File: src/rtl/birl_pkg.sv
// Package of the image record loader: phase codes, result kinds, the result
// record type and the signature table. Depends on nothing.
`timescale 1ns / 1ps

package birl_pkg;

  typedef enum logic [7:0] {
    PH_SIG    = 8'b0000_0001,
    PH_HSTART = 8'b0000_0010,
    PH_HLEN   = 8'b0000_0100,
    PH_RSTART = 8'b0000_1000,
    PH_RLEN   = 8'b0001_0000,
    PH_RSUM   = 8'b0010_0000,
    PH_DATA   = 8'b0100_0000,
    PH_HALT   = 8'b1000_0000
  } phase_t;

  localparam logic [1:0] KIND_WRITE  = 2'd0;
  localparam logic [1:0] KIND_DONE   = 2'd1;
  localparam logic [1:0] KIND_BADSIG = 2'd2;
  localparam logic [1:0] KIND_CSFAIL = 2'd3;

  localparam logic [2:0]  SIG_LAST        = 3'd6;
  localparam logic [7:0]  VTOP_RESET      = 8'h80;
  localparam logic [31:0] PHYS_BASE_RESET = 32'h3000_0000;

  localparam int QDEPTH = 4;
  localparam int QAW    = $clog2(QDEPTH);

  typedef struct packed {
    logic [1:0]  kind;
    logic [31:0] addr;
    logic [7:0]  data;
    logic [31:0] start;
    logic [31:0] len;
    logic        last;
  } result_t;

  function automatic logic [7:0] sig_byte(input logic [2:0] pos);
    logic [7:0] val;
    case (pos)
      3'd0: val = 8'h42;
      3'd1: val = 8'h30;
      3'd2: val = 8'h30;
      3'd3: val = 8'h30;
      3'd4: val = 8'h46;
      3'd5: val = 8'h46;
      3'd6: val = 8'h0A;
      default: val = 8'h00;
    endcase
    return val;
  endfunction

endpackage

File: src/rtl/bin_image_record_loader.sv
// The results of each input transfer are registered into the result queue, which drives the output.
// Throughput: one byte per cycle; the four-entry result queue takes both results of a
// byte that causes two (last data byte with a checksum failure), so the input is held
// only while three or more results wait behind a stalled output.
// Synchronous active-low reset clears the parser, the queue and sets the physical base
// to 0x30000000. Depends on birl_pkg.
`timescale 1ns / 1ps

module bin_image_record_loader (
  input  logic          clk,
  input  logic          rst_n,
  input  logic          in_tvalid,
  output logic          in_tready,
  input  logic [7:0]    in_tdata,   // [7:0] byte_value
  input  logic          in_tuser,   // [0] begin_req
  output logic          out_tvalid,
  input  logic          out_tready,
  output logic [103:0]  out_tdata,  // [31:0] address, [39:32] write_data,
                                    // [71:40] image_start_phys, [103:72] image_length
  output logic [1:0]    out_tuser,  // [1:0] result_kind
  output logic          out_tlast,
  input  logic          cfg_valid,
  output logic          cfg_ready,
  input  logic [31:0]   cfg_data
);
  import birl_pkg::*;

  phase_t      phase_r, phase_nxt, cur_phase;
  logic [2:0]  pos_r, pos_nxt, cur_pos;
  logic [31:0] word_r, word_nxt, cur_word;
  logic [31:0] hstart_r, hstart_nxt, cur_hstart;
  logic [31:0] hlen_r, hlen_nxt, cur_hlen;
  logic [7:0]  vtop_r, vtop_nxt, cur_vtop;
  logic [31:0] raddr_r, raddr_nxt, cur_raddr;
  logic [31:0] brem_r, brem_nxt, cur_brem;
  logic [31:0] esum_r, esum_nxt, cur_esum;
  logic [31:0] rsum_r, rsum_nxt, cur_rsum;
  logic [31:0] base_r;

  result_t          q_mem [QDEPTH];
  logic [QAW-1:0]   wr_ptr_r, rd_ptr_r;
  logic [QAW:0]     count_r;

  logic             in_fire, out_fire;
  logic [1:0]       n_res;
  result_t          res0, res1;
  logic [7:0]       b;
  logic             beg;
  logic [31:0]      word_full, word_part;
  logic             pos_done;
  logic [2:0]       pos_inc;
  logic [31:0]      brem_dec, rsum_add;

  function automatic logic [31:0] to_phys(input logic [31:0] a, input logic [7:0] vt,
                                           input logic [31:0] pb);
    return a - {vt, 24'h000000} + pb;
  endfunction

  assign b         = in_tdata;
  assign beg       = in_tuser;
  assign in_fire   = in_tvalid && in_tready;
  assign out_fire  = out_tvalid && out_tready;
  assign in_tready = (count_r <= (QAW+1)'(QDEPTH - 2));
  assign cfg_ready = 1'b1;

  always_comb begin
    cur_phase  = beg ? PH_SIG : phase_r;
    cur_pos    = beg ? 3'd0 : pos_r;
    cur_word   = beg ? 32'd0 : word_r;
    cur_hstart = beg ? 32'd0 : hstart_r;
    cur_hlen   = beg ? 32'd0 : hlen_r;
    cur_vtop   = beg ? VTOP_RESET : vtop_r;
    cur_raddr  = beg ? 32'd0 : raddr_r;
    cur_brem   = beg ? 32'd0 : brem_r;
    cur_esum   = beg ? 32'd0 : esum_r;
    cur_rsum   = beg ? 32'd0 : rsum_r;

    word_full = {b, cur_word[23:0]};
    word_part = ((cur_pos[1:0] == 2'd0) ? 32'd0 : cur_word)
                | (32'(b) << {cur_pos[1:0], 3'b000});
    pos_done  = (cur_pos[1:0] == 2'd3);
    pos_inc   = {1'b0, cur_pos[1:0] + 2'd1};
    brem_dec  = cur_brem - 32'd1;
    rsum_add  = cur_rsum + 32'(b);

    phase_nxt  = cur_phase;
    pos_nxt    = cur_pos;
    word_nxt   = cur_word;
    hstart_nxt = cur_hstart;
    hlen_nxt   = cur_hlen;
    vtop_nxt   = cur_vtop;
    raddr_nxt  = cur_raddr;
    brem_nxt   = cur_brem;
    esum_nxt   = cur_esum;
    rsum_nxt   = cur_rsum;
    n_res      = 2'd0;
    res0       = '0;
    res1       = '0;

    case (cur_phase)
      PH_SIG: begin
        if (cur_pos > SIG_LAST || b != sig_byte(cur_pos)) begin
          res0.kind = KIND_BADSIG;
          res0.last = 1'b1;
          n_res     = 2'd1;
          phase_nxt = PH_HALT;
        end else if (cur_pos == SIG_LAST) begin
          pos_nxt   = 3'd0;
          phase_nxt = PH_HSTART;
        end else begin
          pos_nxt = cur_pos + 3'd1;
        end
      end
      PH_HSTART, PH_HLEN, PH_RSTART, PH_RLEN: begin
        word_nxt = word_part;
        pos_nxt  = pos_done ? 3'd0 : pos_inc;
        if (pos_done) begin
          case (cur_phase)
            PH_HSTART: begin
              hstart_nxt = word_full;
              vtop_nxt   = b;
              phase_nxt  = PH_HLEN;
            end
            PH_HLEN: begin
              hlen_nxt  = word_full;
              phase_nxt = PH_RSTART;
            end
            PH_RSTART: begin
              raddr_nxt = word_full;
              phase_nxt = PH_RLEN;
            end
            default: begin
              brem_nxt  = word_full;
              phase_nxt = PH_RSUM;
            end
          endcase
        end
      end
      PH_RSUM: begin
        word_nxt = word_part;
        pos_nxt  = pos_done ? 3'd0 : pos_inc;
        if (pos_done) begin
          esum_nxt = word_full;
          rsum_nxt = 32'd0;
          if (cur_raddr == 32'd0 && word_full == 32'd0) begin
            res0.kind  = KIND_DONE;
            res0.addr  = to_phys(cur_brem, cur_vtop, base_r);
            res0.start = to_phys(cur_hstart, cur_vtop, base_r);
            res0.len   = cur_hlen;
            res0.last  = 1'b1;
            n_res      = 2'd1;
            phase_nxt  = PH_HALT;
          end else if (cur_brem == 32'd0) begin
            if (word_full != 32'd0) begin
              res0.kind = KIND_CSFAIL;
              res0.last = 1'b1;
              n_res     = 2'd1;
              phase_nxt = PH_HALT;
            end else begin
              phase_nxt = PH_RSTART;
            end
          end else begin
            phase_nxt = PH_DATA;
          end
        end
      end
      PH_DATA: begin
        res0.kind = KIND_WRITE;
        res0.addr = to_phys(cur_raddr, cur_vtop, base_r);
        res0.data = b;
        n_res     = 2'd1;
        rsum_nxt  = rsum_add;
        raddr_nxt = cur_raddr + 32'd1;
        brem_nxt  = brem_dec;
        if (brem_dec == 32'd0) begin
          if (rsum_add != cur_esum) begin
            res1.kind = KIND_CSFAIL;
            res1.last = 1'b1;
            n_res     = 2'd2;
            phase_nxt = PH_HALT;
          end else begin
            res0.last = 1'b1;
            phase_nxt = PH_RSTART;
          end
        end else begin
          res0.last = 1'b1;
        end
      end
      PH_HALT: begin
        phase_nxt = PH_HALT;
      end
      default: begin
        phase_nxt = PH_HALT;
      end
    endcase
  end

  always_ff @(posedge clk) begin
    if (!rst_n) begin
      phase_r  <= PH_SIG;
      pos_r    <= 3'd0;
      word_r   <= 32'd0;
      hstart_r <= 32'd0;
      hlen_r   <= 32'd0;
      vtop_r   <= VTOP_RESET;
      raddr_r  <= 32'd0;
      brem_r   <= 32'd0;
      esum_r   <= 32'd0;
      rsum_r   <= 32'd0;
    end else if (in_fire) begin
      phase_r  <= phase_nxt;
      pos_r    <= pos_nxt;
      word_r   <= word_nxt;
      hstart_r <= hstart_nxt;
      hlen_r   <= hlen_nxt;
      vtop_r   <= vtop_nxt;
      raddr_r  <= raddr_nxt;
      brem_r   <= brem_nxt;
      esum_r   <= esum_nxt;
      rsum_r   <= rsum_nxt;
    end
  end

  always_ff @(posedge clk) begin
    if (!rst_n) begin
      base_r <= PHYS_BASE_RESET;
    end else if (cfg_valid && cfg_ready) begin
      base_r <= cfg_data;
    end
  end

  always_ff @(posedge clk) begin
    if (in_fire && n_res != 2'd0) begin
      q_mem[wr_ptr_r] <= res0;
    end
    if (in_fire && n_res == 2'd2) begin
      q_mem[wr_ptr_r + QAW'(1)] <= res1;
    end
  end

  always_ff @(posedge clk) begin
    if (!rst_n) begin
      wr_ptr_r <= '0;
      rd_ptr_r <= '0;
      count_r  <= '0;
    end else begin
      if (in_fire) begin
        wr_ptr_r <= wr_ptr_r + QAW'(n_res);
      end
      if (out_fire) begin
        rd_ptr_r <= rd_ptr_r + QAW'(1);
      end
      count_r <= count_r + (QAW+1)'(in_fire ? n_res : 2'd0) - (QAW+1)'(out_fire);
    end
  end

  assign out_tvalid = (count_r != '0);
  assign out_tuser  = q_mem[rd_ptr_r].kind;
  assign out_tlast  = q_mem[rd_ptr_r].last;
  assign out_tdata  = {q_mem[rd_ptr_r].len, q_mem[rd_ptr_r].start,
                       q_mem[rd_ptr_r].data, q_mem[rd_ptr_r].addr};

endmodule

File: config.mk
export PLATFORM = sky130hd
export DESIGN_NAME = bin_image_record_loader
export DESIGN_NICKNAME = d
export VERILOG_FILES = /design/src/rtl/birl_pkg.sv /design/src/rtl/bin_image_record_loader.sv
export SDC_FILE = /design/constraint.sdc
export NUM_CORES = 2
export LEC_CHECK = 0
export BUFFER_PORTS_ARGS = -buffer_cell sky130_fd_sc_hd__buf_2
export CELL_PAD_IN_SITES_DETAIL_PLACEMENT = 1
export CELL_PAD_IN_SITES_GLOBAL_PLACEMENT = 1
export CORE_MARGIN = 4
export CORE_UTILIZATION = 44
export DETAILED_ROUTE_END_ITERATION = 10
export PLACE_DENSITY = 0.88
export SLEW_MARGIN = 20
export SYNTH_ARGS = -nofsm -noshare
export SYNTH_HDL_FRONTEND = slang
export SYNTH_SLANG_ARGS = --single-unit
File: constraint.sdc
create_clock -name clk -period 7.01 [get_ports clk]
set_clock_uncertainty 0.15 [all_clocks]
set_input_delay 0.3505 -clock clk [delete_from_list [all_inputs] [get_ports clk]]
set_output_delay 0.3505 -clock clk [all_outputs]
set_load 0.02 [all_outputs]
==> flow_summary.json <==
{
  "status": "complete, no violations",
  "synth_nets": 4487,
  "dp_hpwl_um": 99500,
  "r2r_slack_ps": 750,
  "grt.busiest_layer": "met2",
  "htree_levels": 3,
  "max_stage_delay_ps": 840,
  "worst_path_most_repeated_cell": "ha_1",
  "synthFlopType": "dfxtp_1",
  "ys_seq_area_frac": 0.374,
  "stdcell_count": 5466,
  "synth_edf_count": 12,
  "critPathTopFamily": "compound AO/OA/AOI/OAI gates",
  "grt_pass1_vias": 37100,
  "crit_required_ps": 7360,
  "leakage_nw": 16.6,
  "synth.distinct_cells": 95,
  "maxSlewViolCount": 0,
  "via_count": 36400,
  "cts_tree": "built",
  "crit_cells": 22,
  "ff2ff_path_depth": 22,
  "gr-usage-met1": 0.398,
  "clk_latency_ps": 660,
  "use_met3": 0.0780,
  "cp_slowest_cell": "o21ai_1",
  "post_cts_buffers": 0,
  "crit_fanout": 14,
  "syn_area_um2": 38100,
  "grt_max_degree": 102,
  "synth-seq-cells": 704,
  "root_buffer": "clkbuf_16",
  "regArea_um2": 14200,
  "overflow": 0,
  "rsz0062_at_grt": "false",
  "grt_usage": 0.323,
  "portBuffers": 154,
  "fillerInstances": 9682,
  "num_io_pins": 156,
  "setup-tns-final_ps": 0,
  "path_clk_slew_ps": 60,
  "cts_buffer_depth": 3,
  "grt_first_pass_wirelength_um": 230000,
  "dieArea_um2": 91300,
  "yosys.area.top_type": "dfxtp_1",
  "post-synth-top-area-fraction": 0.364,
  "clock-sinks": 704,
  "syn_to_final_growth_pct": 12.4,
  "drv_cap": 0,
  "hold_class": "in2reg",
  "period_minus_slack_ps": 6260,
  "place_area_um2": 39800,
  "max_freq_ghz": 0.160,
  "globalplace.congestion": 0.955,
  "met2_usage": 0.516,
  "drt_iter0_markers": 4151,
  "min_path_cells": 3,
  "max-vdd-ir-drop_mv": 0.311,
  "postCtsHoldBufs": 32,
  "drcViolationCount": 0,
  "maxSlewHeadroom": 0.197,
  "critPathCapture": "count_r[2]",
  "grt_antenna_before_repair": 8,
  "startpoint": "rsum_r[0]",
  "cts-resized-gates": 0,
  "first_pass_iters": 7,
  "hold_viol_final": 0,
  "multi_input_area_um2": 21600,
  "yosys-top-cells-area": "dfxtp_1, mux4_2, ha_1, a32o_1, nor2_1",
  "end_kind": "flop",
  "routed_wl_um": 153000,
  "period_share": 0.893,
  "fin_area_um2": 42800,
  "syn_area_per_cell_um2": 8.97,
  "avgRoutedWirePerCell_um": 27.9,
  "pre_cts_slack_ps": 688,
  "synthArstFlopShare": 0,
  "syn_inst": 4240,
  "cts_buffers": 76,
  "worst_slew_pin_slew_ps": 1200,
  "initial_utilization": 0.445,
  "setup_viol": 0,
  "coreArea_um2": 85500,
  "place_inst": 5292,
  "drive_gt1_frac": 0.119,
  "cp_cell_sequence": "nor2b_1, ha_1, ha_1, a21boi_0, nor4_2, o21ai_1, o21ai_1, nand2_1, a311o_1, a2111oi_0, nand4_1, o21ai_2, a21o_1, nand2_1, ha_1, inv_1, ha_1, inv_1, fa_1, xnor2_1, xnor2_1, nor2_1",
  "r2r_end": "count_r[2]",
  "rows": 107,
  "powerDensity_nw_per_um2": 274,
  "start_kind": "flop",
  "die_width_um": 302,
  "ant_nets": 0,
  "cp_num_buf_inv": 2,
  "path_class": "reg2reg",
  "die_h_um": 302,
  "arrival_ps": 6620,
  "routed_via_density": 6.66,
  "nets": 4506,
  "fin_ws_ps": 747,
  "synth_warnings": 0,
  "regToRegStartpoint": "rsum_r[0]"
}
registers in the layout, indices dropped and copies added, names as in the netlist, 24 cells and up, named ones only:
| register | flops |
|---|---|
| rsum_r | 32 |
| base_r | 32 |
| hlen_r | 32 |
| word_r | 24 |
| brem_r | 32 |
| raddr_r | 32 |
| q_mem | 428 |
| esum_r | 32 |
| hstart_r | 32 |
layout make-up:
| type | count | area share |
|---|---|---|
| Antenna cell | 4 | 0.000234 |
| Clock buffer | 100 | 0.0499 |
| Clock inverter | 37 | 0.0124 |
| Inverter | 276 | 0.0244 |
| Multi-Input combinational cell | 2942 | 0.506 |
| Sequential cell | 704 | 0.333 |
| Tap cell | 1144 | 0.0335 |
| Timing Repair Buffer | 259 | 0.0412 |
per-layer routing:
| layer | wire length, um | vias to the layer above |
|---|---|---|
| met5 | 23 | - |
| met4 | 9760 | 4 |
| met3 | 15500 | 556 |
| met2 | 69600 | 2159 |
| met1 | 57900 | 18200 |
| li1 | - | 15500 |
stage by stage:
step | power [mW] | utilization | hold slack [ps]
2_1_floorplan | 6.44 | - | 270
3_3_place_gp | 7.23 | 0.465 | 279
3_5_place_dp | 7.32 | 0.465 | 292
4_1_cts | 11.7 | 0.500 | 38.5
5_1_grt | 12.1 | 0.500 | 83.7
6_report | 11.7 | 0.500 | 73.9
worst min-delay path, stage by stage:
cell	delay, ps
buf_2	210
a22oi_1	200
nor2_1	50
cells by family after synthesis:
group,Yosys count,share of synthesized area
compound gates,1274,0.240
simple gates,1149,0.141
flops,704,0.374
buf+inv,594,0.0611
fa+ha+maj,201,0.0704
xor+xnor,168,0.0390
mux,149,0.0744
other cells,1,0.0000985
power breakdown:
part / switching [mW] / total [mW] / internal, mW
Clock: 1.88 / 4.35 / 2.48
Combinational: 1.98 / 3.07 / 1.09
Sequential: 0.191 / 4.31 / 4.12
cells in the mapped netlist (all sizes together), types with 62 or more instances:
cell     instances
a21o            62
a21oi          191
a22o           105
a22oi          154
a32o           145
buf             89
clkbuf         229
dfxtp          692
ha             179
inv            276
mux4           107
nand2          364
nor2           367
nor2b           77
o21ai          267
o2bb2ai         84
xnor2           99
xor2            68
worst min-delay path by stage:
stage / start / to / slack [ps]
2_1_floorplan: q_mem[3][101] / q_mem[3][101] / 270
3_3_place_gp: q_mem[1][66] / q_mem[1][66] / 280
3_5_place_dp: q_mem[3][74] / q_mem[3][74] / 290
4_1_cts: in_tdata[0] / hlen_r[24] / 40
5_1_grt: in_tdata[0] / hlen_r[24] / 80
6_report: in_tdata[0] / hlen_r[24] / 70
placed cells by master, fill, tap and decap left out, types with 21 or more instances in the layout:
cell / count
nand2_1: 363
buf_2: 153
xor2_1: 68
buf_4: 64
a21oi_1: 191
mux4_2: 107
ha_1: 179
a22o_1: 105
dlygate4sd3_1: 32
o21ai_0: 254
a31oi_1: 34
o2bb2ai_1: 84
a32o_1: 145
fa_1: 22
nor2_1: 361
nand3_1: 54
nand4_1: 36
nor2b_1: 77
xnor2_1: 99
nor4_1: 34
o211ai_1: 33
a21o_1: 61
nand2b_1: 25
inv_1: 274
and2_1: 21
dfxtp_1: 690
mux2i_1: 41
a211oi_1: 24
o22ai_1: 23
nor3_1: 54
a22oi_1: 154
clkbuf_16: 76
No activity file was read; power rests on OpenSTA's default activity.
